===== src/rtl/tracked_position_hysteresis_speed_assert.svh =====
// Assertion macros shared by the tracked position block.
// Depends on nothing; included by tphs_dp, the only RTL file that carries assertions.
`ifndef TRACKED_POSITION_HYSTERESIS_SPEED_ASSERT_SVH
`define TRACKED_POSITION_HYSTERESIS_SPEED_ASSERT_SVH

// Checked at every clock edge outside reset.
`define TPHS_ASSERT(lbl, clk, rstn, prop, msg) \
    lbl: assert property (@(posedge clk) disable iff (!rstn) (prop)) else $error(msg);

// Checked at every clock edge, reset included.
`define TPHS_ASSERT_ALWAYS(lbl, clk, prop, msg) \
    lbl: assert property (@(posedge clk) (prop)) else $error(msg);

`endif


===== src/rtl/tphs_pkg.sv =====
// Shared types and constants of the tracked position block.
// Depends on nothing; used by every RTL module of the block.
`timescale 1ns / 1ps
`default_nettype none

package tphs_pkg;

    // Fixed field widths
    localparam int Q16_W     = 16;
    localparam int SPEED_W   = 24;
    localparam int SQ_W      = 33;   // dx^2 + dy^2
    localparam int ROOT_W    = 17;
    localparam int SCALE_W   = 20;
    localparam int PROD_W    = ROOT_W + SCALE_W;
    localparam int LO_W      = SPEED_W;  // dividend bits shifted in by the divider
    localparam int STEP_W    = 5;
    localparam int CFG_IDX_W = 8;
    localparam int OUT_W     = 1 + 2 * Q16_W + SPEED_W;
    localparam int OUT_TDATA_W = ((OUT_W + 7) / 8) * 8;
    localparam int OUT_PAD_W   = OUT_TDATA_W - OUT_W;
    localparam int OUT_TUSER_W = 2;

    localparam logic [Q16_W-1:0]   Q16_MAX     = 16'hFFFF;
    localparam logic [SPEED_W-1:0] SPEED_MAX   = 24'hFFFFFF;
    localparam logic [SCALE_W-1:0] SPEED_SCALE = 20'd1000000;

    localparam logic [STEP_W-1:0] DIV_STEPS_NORM  = 5'd16;
    localparam logic [STEP_W-1:0] DIV_STEPS_SPEED = 5'd24;

    // Register reset values
    localparam int unsigned FRAME_WIDTH_RST  = 640;
    localparam int unsigned FRAME_HEIGHT_RST = 480;
    localparam int unsigned STAB_THR_RST     = 655;
    localparam int unsigned INTERVAL_RST     = 100000;

    // Register indexes
    localparam logic [CFG_IDX_W-1:0] REG_FRAME_WIDTH  = 8'd0;
    localparam logic [CFG_IDX_W-1:0] REG_FRAME_HEIGHT = 8'd1;
    localparam logic [CFG_IDX_W-1:0] REG_STAB_THR     = 8'd2;
    localparam logic [CFG_IDX_W-1:0] REG_INTERVAL     = 8'd3;

    // Datapath commands
    typedef logic [3:0] tphs_cmd_t;
    localparam tphs_cmd_t CMD_NONE   = 4'd0;
    localparam tphs_cmd_t CMD_LOAD   = 4'd1;
    localparam tphs_cmd_t CMD_LOST   = 4'd2;
    localparam tphs_cmd_t CMD_DIVX   = 4'd3;
    localparam tphs_cmd_t CMD_STX    = 4'd4;
    localparam tphs_cmd_t CMD_DIVY   = 4'd5;
    localparam tphs_cmd_t CMD_STY    = 4'd6;
    localparam tphs_cmd_t CMD_UPD    = 4'd7;
    localparam tphs_cmd_t CMD_SQ1    = 4'd8;
    localparam tphs_cmd_t CMD_SQ2    = 4'd9;
    localparam tphs_cmd_t CMD_ROOT   = 4'd10;
    localparam tphs_cmd_t CMD_MUL    = 4'd11;
    localparam tphs_cmd_t CMD_SPD    = 4'd12;
    localparam tphs_cmd_t CMD_STSPD  = 4'd13;
    localparam tphs_cmd_t CMD_REF    = 4'd14;
    localparam tphs_cmd_t CMD_EMIT   = 4'd15;

    // Datapath status back to the controller
    typedef struct packed {
        logic seen;       // both pixel coordinates nonzero
        logic trig;       // reference interval elapsed or no reference time
        logic have_ref;
        logic div_done;
        logic root_done;
        logic out_free;   // output register can take a result
    } tphs_status_t;

endpackage

`default_nettype wire


===== src/rtl/tphs_div.sv =====
// Iterative restoring divider, one quotient bit per cycle.
// Depends on tphs_pkg for the step and quotient widths.
`timescale 1ns / 1ps
`default_nettype none

module tphs_div #(
    parameter int DW = 32
) (
    input  wire                             aclk,
    input  wire                             aresetn,
    input  wire                             start,
    input  wire [DW-1:0]                    rem_init,   // high part, below divisor
    input  wire [tphs_pkg::LO_W-1:0]        lo_init,    // low bits, shifted in msb first
    input  wire [DW-1:0]                    divisor,
    input  wire [tphs_pkg::STEP_W-1:0]      steps,
    output logic                            done,
    output logic [tphs_pkg::LO_W-1:0]       quot
);

    logic                           busy_reg;
    logic                           done_reg;
    logic [tphs_pkg::STEP_W-1:0]    cnt_reg;
    logic [DW-1:0]                  rem_reg;
    logic [DW-1:0]                  div_reg;
    logic [tphs_pkg::LO_W-1:0]      lo_reg;
    logic [tphs_pkg::LO_W-1:0]      quot_reg;

    logic [DW:0] trial;
    logic        fits;
    logic [DW:0] diff;

    // One restoring step
    always_comb begin
        trial = {rem_reg, lo_reg[tphs_pkg::LO_W-1]};
        fits  = trial >= {1'b0, div_reg};
        diff  = trial - {1'b0, div_reg};
    end

    // Sequencing
    always_ff @(posedge aclk) begin
        if (!aresetn) begin
            busy_reg <= 1'b0;
            done_reg <= 1'b0;
            cnt_reg  <= '0;
        end else begin
            done_reg <= 1'b0;
            if (start) begin
                busy_reg <= 1'b1;
                cnt_reg  <= steps;
            end else if (busy_reg) begin
                cnt_reg <= cnt_reg - tphs_pkg::STEP_W'(1);
                if (cnt_reg == tphs_pkg::STEP_W'(1)) begin
                    busy_reg <= 1'b0;
                    done_reg <= 1'b1;
                end
            end
        end
    end

    // Remainder and quotient
    always_ff @(posedge aclk) begin
        if (start) begin
            rem_reg  <= rem_init;
            lo_reg   <= lo_init;
            div_reg  <= divisor;
            quot_reg <= '0;
        end else if (busy_reg) begin
            rem_reg  <= fits ? diff[DW-1:0] : trial[DW-1:0];
            lo_reg   <= {lo_reg[tphs_pkg::LO_W-2:0], 1'b0};
            quot_reg <= {quot_reg[tphs_pkg::LO_W-2:0], fits};
        end
    end

    assign done = done_reg;
    assign quot = quot_reg;

endmodule

`default_nettype wire


===== src/rtl/tphs_isqrt.sv =====
// Iterative integer square root, two radicand bits per cycle.
// Depends on tphs_pkg for the radicand and root widths.
`timescale 1ns / 1ps
`default_nettype none

module tphs_isqrt (
    input  wire                          aclk,
    input  wire                          aresetn,
    input  wire                          start,
    input  wire [tphs_pkg::SQ_W-1:0]     radicand,
    output logic                         done,
    output logic [tphs_pkg::ROOT_W-1:0]  root
);

    localparam int RES_W   = tphs_pkg::SQ_W + 1;
    localparam int TOP_BIT = ((tphs_pkg::SQ_W - 1) / 2) * 2;

    logic                       busy_reg;
    logic                       done_reg;
    logic [tphs_pkg::SQ_W-1:0]  v_reg;
    logic [tphs_pkg::SQ_W-1:0]  bit_reg;
    logic [RES_W-1:0]           res_reg;

    logic [RES_W-1:0] sum;
    logic             take;

    always_comb begin
        sum  = res_reg + RES_W'(bit_reg);
        take = {1'b0, v_reg} >= sum;
    end

    // Sequencing: finish after the step on the lowest bit pair
    always_ff @(posedge aclk) begin
        if (!aresetn) begin
            busy_reg <= 1'b0;
            done_reg <= 1'b0;
        end else begin
            done_reg <= 1'b0;
            if (start) begin
                busy_reg <= 1'b1;
            end else if (busy_reg && bit_reg[0]) begin
                busy_reg <= 1'b0;
                done_reg <= 1'b1;
            end
        end
    end

    // Digit-by-digit root
    always_ff @(posedge aclk) begin
        if (start) begin
            v_reg   <= radicand;
            res_reg <= '0;
            bit_reg <= tphs_pkg::SQ_W'(1) << TOP_BIT;
        end else if (busy_reg) begin
            if (take) begin
                v_reg   <= v_reg - sum[tphs_pkg::SQ_W-1:0];
                res_reg <= (res_reg >> 1) + RES_W'(bit_reg);
            end else begin
                res_reg <= res_reg >> 1;
            end
            bit_reg <= bit_reg >> 2;
        end
    end

    assign done = done_reg;
    assign root = res_reg[tphs_pkg::ROOT_W-1:0];

endmodule

`default_nettype wire


===== src/rtl/tphs_ctrl.sv =====
// Controller state machine: sequences the datapath for each request.
// Depends on tphs_pkg for commands and the status struct.
`timescale 1ns / 1ps
`default_nettype none

module tphs_ctrl (
    input  wire                     aclk,
    input  wire                     aresetn,
    input  wire                     s_tvalid,
    output logic                    s_tready,
    input  tphs_pkg::tphs_status_t  status,
    output tphs_pkg::tphs_cmd_t     cmd
);

    localparam logic [3:0] S_IDLE      = 4'd0;
    localparam logic [3:0] S_CHECK     = 4'd1;
    localparam logic [3:0] S_X_WAIT    = 4'd2;
    localparam logic [3:0] S_Y_GO      = 4'd3;
    localparam logic [3:0] S_Y_WAIT    = 4'd4;
    localparam logic [3:0] S_UPD       = 4'd5;
    localparam logic [3:0] S_BRANCH    = 4'd6;
    localparam logic [3:0] S_SQ1       = 4'd7;
    localparam logic [3:0] S_SQ2       = 4'd8;
    localparam logic [3:0] S_ROOT_GO   = 4'd9;
    localparam logic [3:0] S_ROOT_WAIT = 4'd10;
    localparam logic [3:0] S_MUL       = 4'd11;
    localparam logic [3:0] S_SPD_GO    = 4'd12;
    localparam logic [3:0] S_SPD_WAIT  = 4'd13;
    localparam logic [3:0] S_REF       = 4'd14;
    localparam logic [3:0] S_OUT       = 4'd15;

    logic [3:0] state_reg;
    logic [3:0] state_next;

    // Next state and command
    always_comb begin
        state_next = state_reg;
        cmd        = tphs_pkg::CMD_NONE;
        unique case (state_reg)
            S_IDLE: begin
                if (s_tvalid) begin
                    cmd        = tphs_pkg::CMD_LOAD;
                    state_next = S_CHECK;
                end
            end
            S_CHECK: begin
                if (status.seen) begin
                    cmd        = tphs_pkg::CMD_DIVX;
                    state_next = S_X_WAIT;
                end else begin
                    cmd        = tphs_pkg::CMD_LOST;
                    state_next = S_OUT;
                end
            end
            S_X_WAIT: begin
                if (status.div_done) begin
                    cmd        = tphs_pkg::CMD_STX;
                    state_next = S_Y_GO;
                end
            end
            S_Y_GO: begin
                cmd        = tphs_pkg::CMD_DIVY;
                state_next = S_Y_WAIT;
            end
            S_Y_WAIT: begin
                if (status.div_done) begin
                    cmd        = tphs_pkg::CMD_STY;
                    state_next = S_UPD;
                end
            end
            S_UPD: begin
                cmd        = tphs_pkg::CMD_UPD;
                state_next = S_BRANCH;
            end
            S_BRANCH: begin
                if (!status.trig) begin
                    state_next = S_OUT;
                end else if (status.have_ref) begin
                    state_next = S_SQ1;
                end else begin
                    state_next = S_REF;
                end
            end
            S_SQ1: begin
                cmd        = tphs_pkg::CMD_SQ1;
                state_next = S_SQ2;
            end
            S_SQ2: begin
                cmd        = tphs_pkg::CMD_SQ2;
                state_next = S_ROOT_GO;
            end
            S_ROOT_GO: begin
                cmd        = tphs_pkg::CMD_ROOT;
                state_next = S_ROOT_WAIT;
            end
            S_ROOT_WAIT: begin
                if (status.root_done) begin
                    state_next = S_MUL;
                end
            end
            S_MUL: begin
                cmd        = tphs_pkg::CMD_MUL;
                state_next = S_SPD_GO;
            end
            S_SPD_GO: begin
                cmd        = tphs_pkg::CMD_SPD;
                state_next = S_SPD_WAIT;
            end
            S_SPD_WAIT: begin
                if (status.div_done) begin
                    cmd        = tphs_pkg::CMD_STSPD;
                    state_next = S_REF;
                end
            end
            S_REF: begin
                cmd        = tphs_pkg::CMD_REF;
                state_next = S_OUT;
            end
            S_OUT: begin
                if (status.out_free) begin
                    cmd        = tphs_pkg::CMD_EMIT;
                    state_next = S_IDLE;
                end
            end
            default: begin
                state_next = S_IDLE;
            end
        endcase
    end

    // State register
    always_ff @(posedge aclk) begin
        if (!aresetn) begin
            state_reg <= S_IDLE;
        end else begin
            state_reg <= state_next;
        end
    end

    assign s_tready = (state_reg == S_IDLE);

endmodule

`default_nettype wire


===== src/rtl/tphs_dp.sv =====
// Datapath: registers, tracking state, arithmetic units and output register.
// Depends on tphs_pkg, tphs_div, tphs_isqrt and the assertion macro header.
`timescale 1ns / 1ps
`default_nettype none
`include "tracked_position_hysteresis_speed_assert.svh"

module tphs_dp #(
    parameter int PIXEL_BITS = 12,
    parameter int TIME_BITS  = 32
) (
    input  wire                                 aclk,
    input  wire                                 aresetn,
    input  tphs_pkg::tphs_cmd_t                 cmd,
    output tphs_pkg::tphs_status_t              status,
    input  wire [PIXEL_BITS-1:0]                pixel_x,
    input  wire [PIXEL_BITS-1:0]                pixel_y,
    input  wire [TIME_BITS-1:0]                 time_us,
    input  wire                                 cfg_valid,
    input  wire [tphs_pkg::CFG_IDX_W-1:0]       cfg_index,
    input  wire [TIME_BITS-1:0]                 cfg_data,
    input  wire                                 m_tready,
    output logic                                m_tvalid,
    output logic                                changed,
    output logic                                detected,
    output logic [tphs_pkg::Q16_W-1:0]          pos_x,
    output logic [tphs_pkg::Q16_W-1:0]          pos_y,
    output logic                                speed_valid,
    output logic [tphs_pkg::SPEED_W-1:0]        speed
);

    localparam int DW = (PIXEL_BITS > TIME_BITS) ? PIXEL_BITS : TIME_BITS;
    localparam int QW = tphs_pkg::Q16_W;

    function automatic logic [QW-1:0] absdiff(input logic [QW-1:0] a, input logic [QW-1:0] b);
        absdiff = (a > b) ? (a - b) : (b - a);
    endfunction

    // Configuration
    logic [PIXEL_BITS-1:0] fw_reg;
    logic [PIXEL_BITS-1:0] fh_reg;
    logic [QW-1:0]         thr_reg;
    logic [TIME_BITS-1:0]  iv_reg;

    // Tracking flags
    logic have_pos_reg;
    logic have_ref_reg;
    logic have_since_reg;
    logic have_speed_reg;
    logic change_reg;
    logic trig_reg;
    logic m_tvalid_reg;

    // Payload
    logic [PIXEL_BITS-1:0]          px_reg;
    logic [PIXEL_BITS-1:0]          py_reg;
    logic [TIME_BITS-1:0]           t_reg;
    logic [QW-1:0]                  nx_reg;
    logic [QW-1:0]                  ny_reg;
    logic [QW-1:0]                  cur_x_reg;
    logic [QW-1:0]                  cur_y_reg;
    logic [QW-1:0]                  ref_x_reg;
    logic [QW-1:0]                  ref_y_reg;
    logic [TIME_BITS-1:0]           since_reg;
    logic [TIME_BITS-1:0]           elapsed_reg;
    logic [tphs_pkg::SPEED_W-1:0]   cur_speed_reg;
    logic [tphs_pkg::SQ_W-1:0]      sq_reg;
    logic [tphs_pkg::PROD_W-1:0]    prod_reg;

    logic                           out_changed_reg;
    logic                           out_detected_reg;
    logic [QW-1:0]                  out_x_reg;
    logic [QW-1:0]                  out_y_reg;
    logic                           out_spd_valid_reg;
    logic [tphs_pkg::SPEED_W-1:0]   out_speed_reg;

    // Arithmetic units
    logic                           div_start;
    logic [DW-1:0]                  div_rem;
    logic [tphs_pkg::LO_W-1:0]      div_lo;
    logic [DW-1:0]                  div_divisor;
    logic [tphs_pkg::STEP_W-1:0]    div_steps;
    logic                           div_done;
    logic [tphs_pkg::LO_W-1:0]      div_quot;
    logic                           root_done;
    logic [tphs_pkg::ROOT_W-1:0]    root;

    logic [TIME_BITS-1:0]           elapsed;
    logic [QW-1:0]                  dx;
    logic [QW-1:0]                  dy;
    logic [2*QW-1:0]                dx_sq;
    logic [2*QW-1:0]                dy_sq;
    logic                           norm_sat_x;
    logic                           norm_sat_y;
    logic                           speed_sat;
    logic                           out_free;

    always_comb begin
        elapsed    = t_reg - since_reg;
        dx         = absdiff(ref_x_reg, cur_x_reg);
        dy         = absdiff(ref_y_reg, cur_y_reg);
        dx_sq      = (2*QW)'(dx) * (2*QW)'(dx);
        dy_sq      = (2*QW)'(dy) * (2*QW)'(dy);
        // pixel at or beyond the frame size (or a zero size) saturates
        norm_sat_x = px_reg >= fw_reg;
        norm_sat_y = py_reg >= fh_reg;
        // quotient overflows 24 bits when the high part reaches the divisor
        speed_sat  = DW'(prod_reg[tphs_pkg::PROD_W-1:tphs_pkg::LO_W]) >= DW'(elapsed_reg);
        out_free   = !m_tvalid_reg || m_tready;
    end

    // Divider operand select
    always_comb begin
        div_start   = 1'b0;
        div_rem     = DW'(px_reg);
        div_lo      = '0;
        div_divisor = DW'(fw_reg);
        div_steps   = tphs_pkg::DIV_STEPS_NORM;
        case (cmd)
            tphs_pkg::CMD_DIVX: begin
                div_start = 1'b1;
            end
            tphs_pkg::CMD_DIVY: begin
                div_start   = 1'b1;
                div_rem     = DW'(py_reg);
                div_divisor = DW'(fh_reg);
            end
            tphs_pkg::CMD_SPD: begin
                div_start   = 1'b1;
                div_rem     = DW'(prod_reg[tphs_pkg::PROD_W-1:tphs_pkg::LO_W]);
                div_lo      = prod_reg[tphs_pkg::LO_W-1:0];
                div_divisor = DW'(elapsed_reg);
                div_steps   = tphs_pkg::DIV_STEPS_SPEED;
            end
            default: begin
                div_start = 1'b0;
            end
        endcase
    end

    tphs_div #(
        .DW(DW)
    ) u_div (
        .aclk     (aclk),
        .aresetn  (aresetn),
        .start    (div_start),
        .rem_init (div_rem),
        .lo_init  (div_lo),
        .divisor  (div_divisor),
        .steps    (div_steps),
        .done     (div_done),
        .quot     (div_quot)
    );

    tphs_isqrt u_isqrt (
        .aclk     (aclk),
        .aresetn  (aresetn),
        .start    (cmd == tphs_pkg::CMD_ROOT),
        .radicand (sq_reg),
        .done     (root_done),
        .root     (root)
    );

    // Configuration and control flags
    always_ff @(posedge aclk) begin
        if (!aresetn) begin
            fw_reg         <= PIXEL_BITS'(tphs_pkg::FRAME_WIDTH_RST);
            fh_reg         <= PIXEL_BITS'(tphs_pkg::FRAME_HEIGHT_RST);
            thr_reg        <= QW'(tphs_pkg::STAB_THR_RST);
            iv_reg         <= TIME_BITS'(tphs_pkg::INTERVAL_RST);
            have_pos_reg   <= 1'b0;
            have_ref_reg   <= 1'b0;
            have_since_reg <= 1'b0;
            have_speed_reg <= 1'b0;
            change_reg     <= 1'b0;
            trig_reg       <= 1'b0;
            m_tvalid_reg   <= 1'b0;
        end else begin
            if (cfg_valid) begin
                unique case (cfg_index)
                    tphs_pkg::REG_FRAME_WIDTH:  fw_reg  <= cfg_data[PIXEL_BITS-1:0];
                    tphs_pkg::REG_FRAME_HEIGHT: fh_reg  <= cfg_data[PIXEL_BITS-1:0];
                    tphs_pkg::REG_STAB_THR:     thr_reg <= cfg_data[QW-1:0];
                    tphs_pkg::REG_INTERVAL:     iv_reg  <= cfg_data;
                    default: ;
                endcase
            end

            case (cmd)
                tphs_pkg::CMD_LOAD: begin
                    change_reg <= 1'b0;
                end
                tphs_pkg::CMD_LOST: begin
                    change_reg     <= have_pos_reg;
                    have_pos_reg   <= 1'b0;
                    have_ref_reg   <= 1'b0;
                    have_since_reg <= 1'b0;
                    have_speed_reg <= 1'b0;
                end
                tphs_pkg::CMD_UPD: begin
                    trig_reg <= !have_since_reg || (elapsed > iv_reg);
                    if (!have_pos_reg) begin
                        have_pos_reg <= 1'b1;
                        change_reg   <= 1'b1;
                    end else if ((absdiff(cur_x_reg, nx_reg) > thr_reg)
                                 || (absdiff(cur_y_reg, ny_reg) > thr_reg)) begin
                        change_reg <= 1'b1;
                    end
                end
                tphs_pkg::CMD_STSPD: begin
                    have_speed_reg <= 1'b1;
                    change_reg     <= 1'b1;
                end
                tphs_pkg::CMD_REF: begin
                    have_ref_reg   <= 1'b1;
                    have_since_reg <= 1'b1;
                end
                default: ;
            endcase

            // Output register handshake
            if (cmd == tphs_pkg::CMD_EMIT) begin
                m_tvalid_reg <= 1'b1;
            end else if (m_tready) begin
                m_tvalid_reg <= 1'b0;
            end
        end
    end

    // Payload registers
    always_ff @(posedge aclk) begin
        case (cmd)
            tphs_pkg::CMD_LOAD: begin
                px_reg <= pixel_x;
                py_reg <= pixel_y;
                t_reg  <= time_us;
            end
            tphs_pkg::CMD_STX: begin
                nx_reg <= norm_sat_x ? tphs_pkg::Q16_MAX : div_quot[QW-1:0];
            end
            tphs_pkg::CMD_STY: begin
                ny_reg <= norm_sat_y ? tphs_pkg::Q16_MAX : div_quot[QW-1:0];
            end
            tphs_pkg::CMD_UPD: begin
                elapsed_reg <= elapsed;
                // hysteresis: move a coordinate only past the band
                if (!have_pos_reg || (absdiff(cur_x_reg, nx_reg) > thr_reg)) begin
                    cur_x_reg <= nx_reg;
                end
                if (!have_pos_reg || (absdiff(cur_y_reg, ny_reg) > thr_reg)) begin
                    cur_y_reg <= ny_reg;
                end
            end
            tphs_pkg::CMD_SQ1: begin
                sq_reg <= {1'b0, dx_sq};
            end
            tphs_pkg::CMD_SQ2: begin
                sq_reg <= sq_reg + {1'b0, dy_sq};
            end
            tphs_pkg::CMD_MUL: begin
                prod_reg <= tphs_pkg::PROD_W'(root) * tphs_pkg::PROD_W'(tphs_pkg::SPEED_SCALE);
            end
            tphs_pkg::CMD_STSPD: begin
                cur_speed_reg <= speed_sat ? tphs_pkg::SPEED_MAX : div_quot;
            end
            tphs_pkg::CMD_REF: begin
                ref_x_reg <= cur_x_reg;
                ref_y_reg <= cur_y_reg;
                since_reg <= t_reg;
            end
            tphs_pkg::CMD_EMIT: begin
                out_changed_reg   <= change_reg;
                out_detected_reg  <= have_pos_reg;
                out_x_reg         <= have_pos_reg ? cur_x_reg : '0;
                out_y_reg         <= have_pos_reg ? cur_y_reg : '0;
                out_spd_valid_reg <= have_speed_reg;
                out_speed_reg     <= have_speed_reg ? cur_speed_reg : '0;
            end
            default: ;
        endcase
    end

    always_comb begin
        status.seen      = (px_reg != '0) && (py_reg != '0);
        status.trig      = trig_reg;
        status.have_ref  = have_ref_reg;
        status.div_done  = div_done;
        status.root_done = root_done;
        status.out_free  = out_free;
    end

    assign m_tvalid    = m_tvalid_reg;
    assign changed     = out_changed_reg;
    assign detected    = out_detected_reg;
    assign pos_x       = out_x_reg;
    assign pos_y       = out_y_reg;
    assign speed_valid = out_spd_valid_reg;
    assign speed       = out_speed_reg;

    // Checks
    `TPHS_ASSERT(a_emit_free, aclk, aresetn, (cmd == tphs_pkg::CMD_EMIT) |-> out_free, "result written over a pending one")
    `TPHS_ASSERT(a_speed_ref, aclk, aresetn, !have_speed_reg || have_ref_reg, "speed held without a reference")
    `TPHS_ASSERT(a_ref_pos, aclk, aresetn, !have_ref_reg || (have_pos_reg && have_since_reg), "reference held without position or time")
    `TPHS_ASSERT(a_lost_clear, aclk, aresetn, (cmd == tphs_pkg::CMD_LOST) |=> (!have_pos_reg && !have_speed_reg), "lost object left state behind")

endmodule

`default_nettype wire


===== src/rtl/tracked_position_hysteresis_speed.sv =====
// Tracked position with hysteresis and speed: one request is processed at a time.
// A lost object goes straight to the result; else both coordinates go through the divider,
// the position is updated, and a first reference or a speed sample (root, then divider) may follow.
// A new request is taken only after the last result is written to the output register; a
// result waiting there stalls only the next result. Divider: 16/24 steps; root: 17 steps.
// Reset (aresetn, synchronous, active low) clears all tracking state and restores registers.
`timescale 1ns / 1ps
`default_nettype none

module tracked_position_hysteresis_speed #(
    parameter int PIXEL_BITS = 12,
    parameter int TIME_BITS  = 32
) (
    input  wire                                     aclk,
    input  wire                                     aresetn,
    // request channel
    input  wire                                     s_tvalid,
    output logic                                    s_tready,
    // pixel_x, pixel_y, time_us, zero pad to bytes
    input  wire [((2*PIXEL_BITS+TIME_BITS+7)/8)*8-1:0] s_tdata,
    // result channel
    output logic                                    m_tvalid,
    input  wire                                     m_tready,
    // changed, pos_x, pos_y, speed, zero pad to bytes
    output logic [tphs_pkg::OUT_TDATA_W-1:0]        m_tdata,
    // detected, speed_valid
    output logic [tphs_pkg::OUT_TUSER_W-1:0]        m_tuser,
    // configuration write channel
    input  wire                                     cfg_valid,
    output logic                                    cfg_ready,
    input  wire [tphs_pkg::CFG_IDX_W-1:0]           cfg_index,
    input  wire [TIME_BITS-1:0]                     cfg_data
);

    localparam int IN_W = 2 * PIXEL_BITS + TIME_BITS;

    tphs_pkg::tphs_cmd_t    cmd;
    tphs_pkg::tphs_status_t status;

    logic                           changed;
    logic                           detected;
    logic [tphs_pkg::Q16_W-1:0]     pos_x;
    logic [tphs_pkg::Q16_W-1:0]     pos_y;
    logic                           speed_valid;
    logic [tphs_pkg::SPEED_W-1:0]   speed;

    tphs_ctrl u_ctrl (
        .aclk     (aclk),
        .aresetn  (aresetn),
        .s_tvalid (s_tvalid),
        .s_tready (s_tready),
        .status   (status),
        .cmd      (cmd)
    );

    tphs_dp #(
        .PIXEL_BITS (PIXEL_BITS),
        .TIME_BITS  (TIME_BITS)
    ) u_dp (
        .aclk        (aclk),
        .aresetn     (aresetn),
        .cmd         (cmd),
        .status      (status),
        .pixel_x     (s_tdata[PIXEL_BITS-1:0]),
        .pixel_y     (s_tdata[2*PIXEL_BITS-1:PIXEL_BITS]),
        .time_us     (s_tdata[IN_W-1:2*PIXEL_BITS]),
        .cfg_valid   (cfg_valid),
        .cfg_index   (cfg_index),
        .cfg_data    (cfg_data),
        .m_tready    (m_tready),
        .m_tvalid    (m_tvalid),
        .changed     (changed),
        .detected    (detected),
        .pos_x       (pos_x),
        .pos_y       (pos_y),
        .speed_valid (speed_valid),
        .speed       (speed)
    );

    // Register writes must only arrive while idle; the block does not enforce this. The port never stalls
    assign cfg_ready = 1'b1;

    assign m_tdata = {{tphs_pkg::OUT_PAD_W{1'b0}}, speed, pos_y, pos_x, changed};
    assign m_tuser = {speed_valid, detected};

endmodule

`default_nettype wire

===== config.mk =====
export PLATFORM = sky130hd
export DESIGN_NAME = tracked_position_hysteresis_speed
export DESIGN_NICKNAME = d
export VERILOG_FILES = /design/src/rtl/tphs_pkg.sv /design/src/rtl/tphs_div.sv /design/src/rtl/tphs_isqrt.sv /design/src/rtl/tphs_ctrl.sv /design/src/rtl/tphs_dp.sv /design/src/rtl/tracked_position_hysteresis_speed.sv
export VERILOG_INCLUDE_DIRS = /design/src /design/src/rtl
export SDC_FILE = /design/constraint.sdc
export NUM_CORES = 2
export LEC_CHECK = 0
export ABC_AREA = 1
export BUFFER_PORTS_ARGS = -buffer_cell sky130_fd_sc_hd__buf_2
export CELL_PAD_IN_SITES_DETAIL_PLACEMENT = 0
export CELL_PAD_IN_SITES_GLOBAL_PLACEMENT = 2
export CORE_MARGIN = 2
export CORE_UTILIZATION = 40
export DETAILED_ROUTE_END_ITERATION = 10
export GPL_TIMING_DRIVEN = 0
export PLACE_DENSITY = 0.91
export SYNTH_ARGS = -nofsm -noshare
export SYNTH_HDL_FRONTEND = slang
export SYNTH_SLANG_ARGS = --single-unit

===== constraint.sdc =====
create_clock -name aclk -period 10.1 [get_ports aclk]
set_input_delay 1.01 -clock aclk [delete_from_list [all_inputs] [get_ports aclk]]
set_output_delay 1.01 -clock aclk [all_outputs]
set_load 0.03 [all_outputs]

* Word level (Yosys, flattened, before mapping) *
Index checks and enable logic that the tools add are counted.

word-level totals
  output and inout bits = 69
  bits in registers = 650

operators by class
  bitwise gates (word level) = 2
  multiply operators = 3
  equality and inequality tests = 41
  reduce and logical (&&, ||, !) cells = 36
  add/sub/neg operators = 15
  $lt $le $gt $ge = 12
  multiplexer cells = 53

operators by type and width
  cell                  count
  $sub A16 B16 Y16      8
  $mux W33              3
  $gt A16 B16 Y1        6
  $mux W32              3
  $mux W24              3
  $pmux W33 S2          1
  $eq A4 B4 Y1 const B  16
  $mul A16 B16 Y32      2
  $mux W16              4
  $pmux W32 S2          1
  $pmux W4 S16          1
  $sub A32 B32 Y32      2
  $pmux W4 S14          1
  $mux W4               12
  $add A33 B33 Y34      1
  $add A34 B33 Y34      1
  $ge A33 B34 Y1        1
  $mux W34              1
  $add A33 B32 Y33      1
  $ge A33 B32 Y1        1
  $sub A33 B33 Y33      1
  $eq A4 B3 Y1 const B  8
  $ge A13 B32 Y1        1
  $gt A32 B32 Y1        1
  30 further kinds      82

* Logic depth before layout (Yosys ltp) *
  depth after elaboration = 8
  depth in mapped cells = 43

* By module *
From an unflattened synthesis, not the netlist that was laid out.

unflattened totals
  cell total of the unflattened synthesis = 7998
  area total of the unflattened synthesis = 63170.6 um2

modules (own cells, without submodules)
  module                             instances  cells each  area each (um2)
  tphs_dp                            1          5466        46161.8
  tphs_isqrt                         1          1384        8780.9
  tphs_div                           1          1047        7611.0
  tphs_ctrl                          1          88          526.8
  tracked_position_hysteresis_speed  1          13          90.1

* Worst setup path before layout *
No wires, ideal clock.

  path kind = register to register
  start = reg u_dp.cur_x_reg[0]
  end = reg u_dp.sq_reg[26] (netlist name), data pin
  cell stages (with the launch flop) = 35
  period minus slack after synthesis = 7326 ps
  setup slack = 2774 ps
  library setup time = 254 ps
  data required time = 9846 ps
  data arrival time = 7073 ps
  cells stage by stage = edfxtp_1 ha_1 fa_1 o21ai_2 nand2_1 nand2_1 nand2_1 nand2_1 nand2_2 buf_2 o21ai_0 nand2_1 inv_1 buf_2 nand2_1 fa_1 fa_1 inv_1 fa_1 fa_1 fa_1 inv_1 fa_1 inv_1 ha_1 a21oi_1 a21boi_0 nand2_1 nand2_1 o211ai_1 nand3_1 nand2_1 or2_2 nand3_1 nand2_1

on the way
  longest elaborated chain between the ends = 4
  elaborated cells between the ends (all ways) = 6
  those cells by class = add/sub: 2; mul: 1; order compare: 1; mux: 2

RTL lines
  element                                             line            source
  start: declaration                                  tphs_dp.sv:59   logic [QW-1:0] cur_x_reg;
  start signal: assignment                            tphs_dp.sv:247  cur_x_reg <= nx_reg;
  $sub A16 B16 Y16 or $gt A16 B16 Y1 (tied branches)  tphs_dp.sv:35   absdiff = (a > b) ? (a - b) : (b - a);
  $mux W16 (*)                                        tphs_dp.sv:35
  $mul A16 B16 Y32 (*)                                tphs_dp.sv:101  dx_sq = (2*QW)'(dx) * (2*QW)'(dx);
  $pmux W33 S2 (*)                                    tphs_dp.sv:231  case (cmd)
  end signal: assignment                              tphs_dp.sv:254  sq_reg <= {1'b0, dx_sq};
  end signal: assignment                              tphs_dp.sv:257  sq_reg <= sq_reg + {1'b0, dy_sq};
  end: declaration                                    tphs_dp.sv:66   logic [tphs_pkg::SQ_W-1:0] sq_reg;

Mark *: on every way between the ends. The rest lies on a longest branch, timed or not.
A chain may end at the register's enable or synchronous reset.

* Worst setup path in the final report *
  start = reg u_dp.cur_y_reg[0]
  end = reg u_dp.sq_reg[21] (netlist name), data pin

on the way
  longest elaborated chain between the ends = 5
  elaborated cells between the ends (all ways) = 7
  those cells by class = add/sub: 3; mul: 1; order compare: 1; mux: 2

RTL lines
  element                                             line            source
  start: declaration                                  tphs_dp.sv:60   logic [QW-1:0] cur_y_reg;
  start signal: assignment                            tphs_dp.sv:250  cur_y_reg <= ny_reg;
  $sub A16 B16 Y16 or $gt A16 B16 Y1 (tied branches)  tphs_dp.sv:35
  $mux W16 (*)                                        tphs_dp.sv:35
  $mul A16 B16 Y32 (*)                                tphs_dp.sv:102  dy_sq = (2*QW)'(dy) * (2*QW)'(dy);
  $add A33 B32 Y33 (*)                                tphs_dp.sv:257
  $pmux W33 S2 (*)                                    tphs_dp.sv:231

Marks and branches as above.

==> impl_metrics.ini <==
[status]
status = complete, no violations

[synthesis]
synth_edf_count = 478
yosys.area.top_type = edfxtp_1
avgSynthCellArea_um2 = 8.17
yosysWarnings = 0
syn-cell-area_um2 = 60600
yosys-top-cells-area = edfxtp_1, fa_1, ha_1
postSynthCellCount = 7416
netlist.area_leader.share_pct = 23.7
synth_cell_types = 67
ys_ff_latch = 644
ys_async_sr_fraction_pct = 0
yosys_most_used_dff = edfxtp_1
ys_seq_area_share_pct = 29.2

[finish]
area_growth_pct = 10.7
multiInputGateArea_um2 = 36500
largest_register_ffs = 34
final_cell_area_um2 = 67100
fin_nets = 8879
drive_gt1_share_pct = 5.69
seqCellArea_um2 = 17700
diodes = 0
nFillCells = 15204

[floorplan]
die_h_um = 393
pin_count = 170
dieArea_um2 = 155000
core_region_area_um2 = 150000
rows = 142
initial_core_util_pct = 40.4
die_w_um = 393

[min_path]
min_from = u_dp.t_reg[11]
holdPathEnd = u_dp.since_reg[11]
whs_path_depth = 0
min_path_type = register to register

[cts]
cts.hold.buffers_added = 0
clock-sinks = 644
cts_tree = built
clockBufferDepth = 3
cts_buffers = 80
htreeDepth = 3
cts-root-buf = clkbuf_16
clkTransAtPathRegs_ns = 0.06
ctsResizeCount = 0
post_cts_buffers = 0
worstSkewPairLatency_ns = 0.70

[critical_path]
slowest_delay_ns = 0.62
criticalPathCategory = register to register
cp-end-kind = register
cpMaxStageDelayCell = clkinv_1
startpoint_type = register
reg2reg_setup_slack_ns = 1.23
reg2reg_depth = 29
r2r-end = u_dp.sq_reg[21]
critical_path_required_ns = 10.47
arrival_ns = 9.24
r2r-start = u_dp.cur_y_reg[0]
cp_max_fo = 10
path_common_cell = fa_1

[routing]
met3WireLength_um = 8400
vias_per_cell = 5.06
wl_per_cell_um = 18.3
wl_met2_um = 83600
firstDrtPassIters = 6
drcViolationCount = 0
first_iter_violations = 3039
drt_wl_total_um = 179000
postRouteAntennaNets = 0
wl_met1_um = 81900
vias = 49374
dr.max_layer_used = met5

[placed_design]
port_buffers = 160
post-place-ws_ns = 1.18
dpl_cell_area_um2 = 64300
gp_congestion = 0.907
place.detailed.hpwl_um = 147000

[timing]
tns_ns = 0
finClkSkew_ns = 0.0538
rsz0062_at_grt = no
finalWorstSetupSlack_ns = 1.23
fin_crit_sh_pct = 87.8
hold_viol = 0
final_max_slew_viol_count = 0
setup_viol = 0
slew_headroom_pct = 20.5
fmax_mhz = 113
worst_slew_pin_slew_ns = 1.19
period_minus_slack_ns = 8.87

[global_route]
grt_pass1_vias = 49907
grt_pass1_wl_um = 281000
grt_use_total_pct = 23.3
overflow = 0
antenna_found_initial = 5
grt_max_degree = 51

[job]
maxCapViolations = 0
[cell usage after synthesis (all sizes together) (29+ instances only)]
cell    instances
buf            55
nor3           65
edfxtp        478
a21oi         508
o21bai         35
nand2        1478
xor2          174
nand3         307
o211ai         42
nand4          39
ha            668
inv          1540
dfxtp         166
o21ai         393
xnor2          88
nor2          550
o22ai          29
clkbuf        104
fa            428
[worst max path at each step]
| stage | start | endpoint |
|---|---|---|
| 2_1_floorplan | u_dp.cur_x_reg[0] | u_dp.sq_reg[26] |
| 3_3_place_gp | u_dp.cur_y_reg[10] | u_dp.sq_reg[23] |
| 3_5_place_dp | u_dp.cur_y_reg[0] | u_dp.sq_reg[23] |
| 4_1_cts | u_dp.cur_y_reg[0] | u_dp.sq_reg[23] |
| 5_1_grt | u_dp.cur_y_reg[10] | u_dp.sq_reg[23] |
| 6_report | u_dp.cur_y_reg[0] | u_dp.sq_reg[21] |
[through the flow]
stage | instances | hold slack, ns | util, %
floorplan | 7422 | 0.406 | -
global placement | 9598 | 0.419 | 42.6
detailed placement | 9616 | 0.417 | 42.8
CTS | 9764 | 0.431 | 44.7
global route | 9764 | 0.441 | 44.7
finish | 9764 | 0.430 | 44.7
[final cells by class]
cell class | count | share of cell area (%)
plain buffers | 159 | 1.06
well taps | 2016 | 3.76
clock buffers | 107 | 3.35
multi-input cells | 5071 | 54.4
clock inverters | 41 | 0.804
repair buffers | 178 | 1.63
inverters | 1548 | 8.66
flip-flops and latches | 644 | 26.4
[cell families (layout without fill, tap and decap cells)]
| logic type | count (synthesis) | count (layout) | synth area share [%] |
|---|---|---|---|
| xor gates and xnor gates | 262 | 262 | 3.94 |
| buffers and inverters | 1707 | 2033 | 10.8 |
| muxes | 4 | 4 | 0.0744 |
| other | 2 | 8 | 0.0124 |
| DFF | 644 | 644 | 29.2 |
| adders and majority gates | 1096 | 1096 | 27.9 |
| AOI/OAI and AO/OA | 1186 | 1186 | 11.2 |
| and+or+nand+nor | 2515 | 2515 | 16.9 |
[critical path, delay by kind of cell, from the launching register on]
family	cells	cell delay (ns)
adders and majority gates	8	3.69
xor gates and xnor gates	1	0.20
and+or+nand+nor	8	1.64
buffers and inverters	6	1.40
DFF	1	0.48
AOI/OAI and AO/OA	6	1.15
[cells in the final DEF, fill, tap and decap left out, types with 9 or more instances in the layout]
| cell | netlist | routed |
|---|---|---|
| or2_2 | 16 | 16 |
| a22o_1 | 18 | 18 |
| edfxtp_1 | 478 | 478 |
| o211ai_1 | 41 | 41 |
| inv_2 | 17 | 17 |
| nand2_1 | 1472 | 1471 |
| nor3_1 | 63 | 60 |
| inv_1 | 1523 | 1523 |
| xor2_1 | 166 | 166 |
| a21boi_0 | 14 | 14 |
| nor2_1 | 549 | 544 |
| a221oi_1 | 10 | 10 |
| buf_6 | 3 | 9 |
| dfxtp_1 | 166 | 166 |
| o21ai_0 | 378 | 376 |
| clkbuf_1 | 103 | 114 |
| o22ai_1 | 29 | 29 |
| nand3_1 | 307 | 307 |
| clkbuf_16 | 0 | 81 |
| nor4_1 | 23 | 23 |
| ha_1 | 668 | 668 |
| fa_1 | 428 | 428 |
| clkinv_1 | 8 | 15 |
| o221ai_1 | 16 | 16 |
| buf_4 | 11 | 11 |
| o21ai_1 | 9 | 9 |
| clkbuf_8 | 0 | 12 |
| a31oi_1 | 24 | 24 |
| nand3b_1 | 28 | 28 |
| buf_2 | 35 | 195 |
| a211oi_1 | 24 | 24 |
| o21a_1 | 12 | 12 |
| xnor2_1 | 88 | 88 |
| a21o_1 | 27 | 27 |
| o21bai_1 | 35 | 35 |
| a21oi_1 | 508 | 507 |
| nand4_1 | 39 | 39 |
[routing by layer]
layer,vias to the layer above,track usage (%)
li1,24377,-
met4,2,6.80
met2,1090,39.1
met1,23639,31.6
met5,-,0
met3,266,2.73
Power is not shown: default switching activity piles up to over one toggle a cycle in this logic, so the estimate is an artifact.
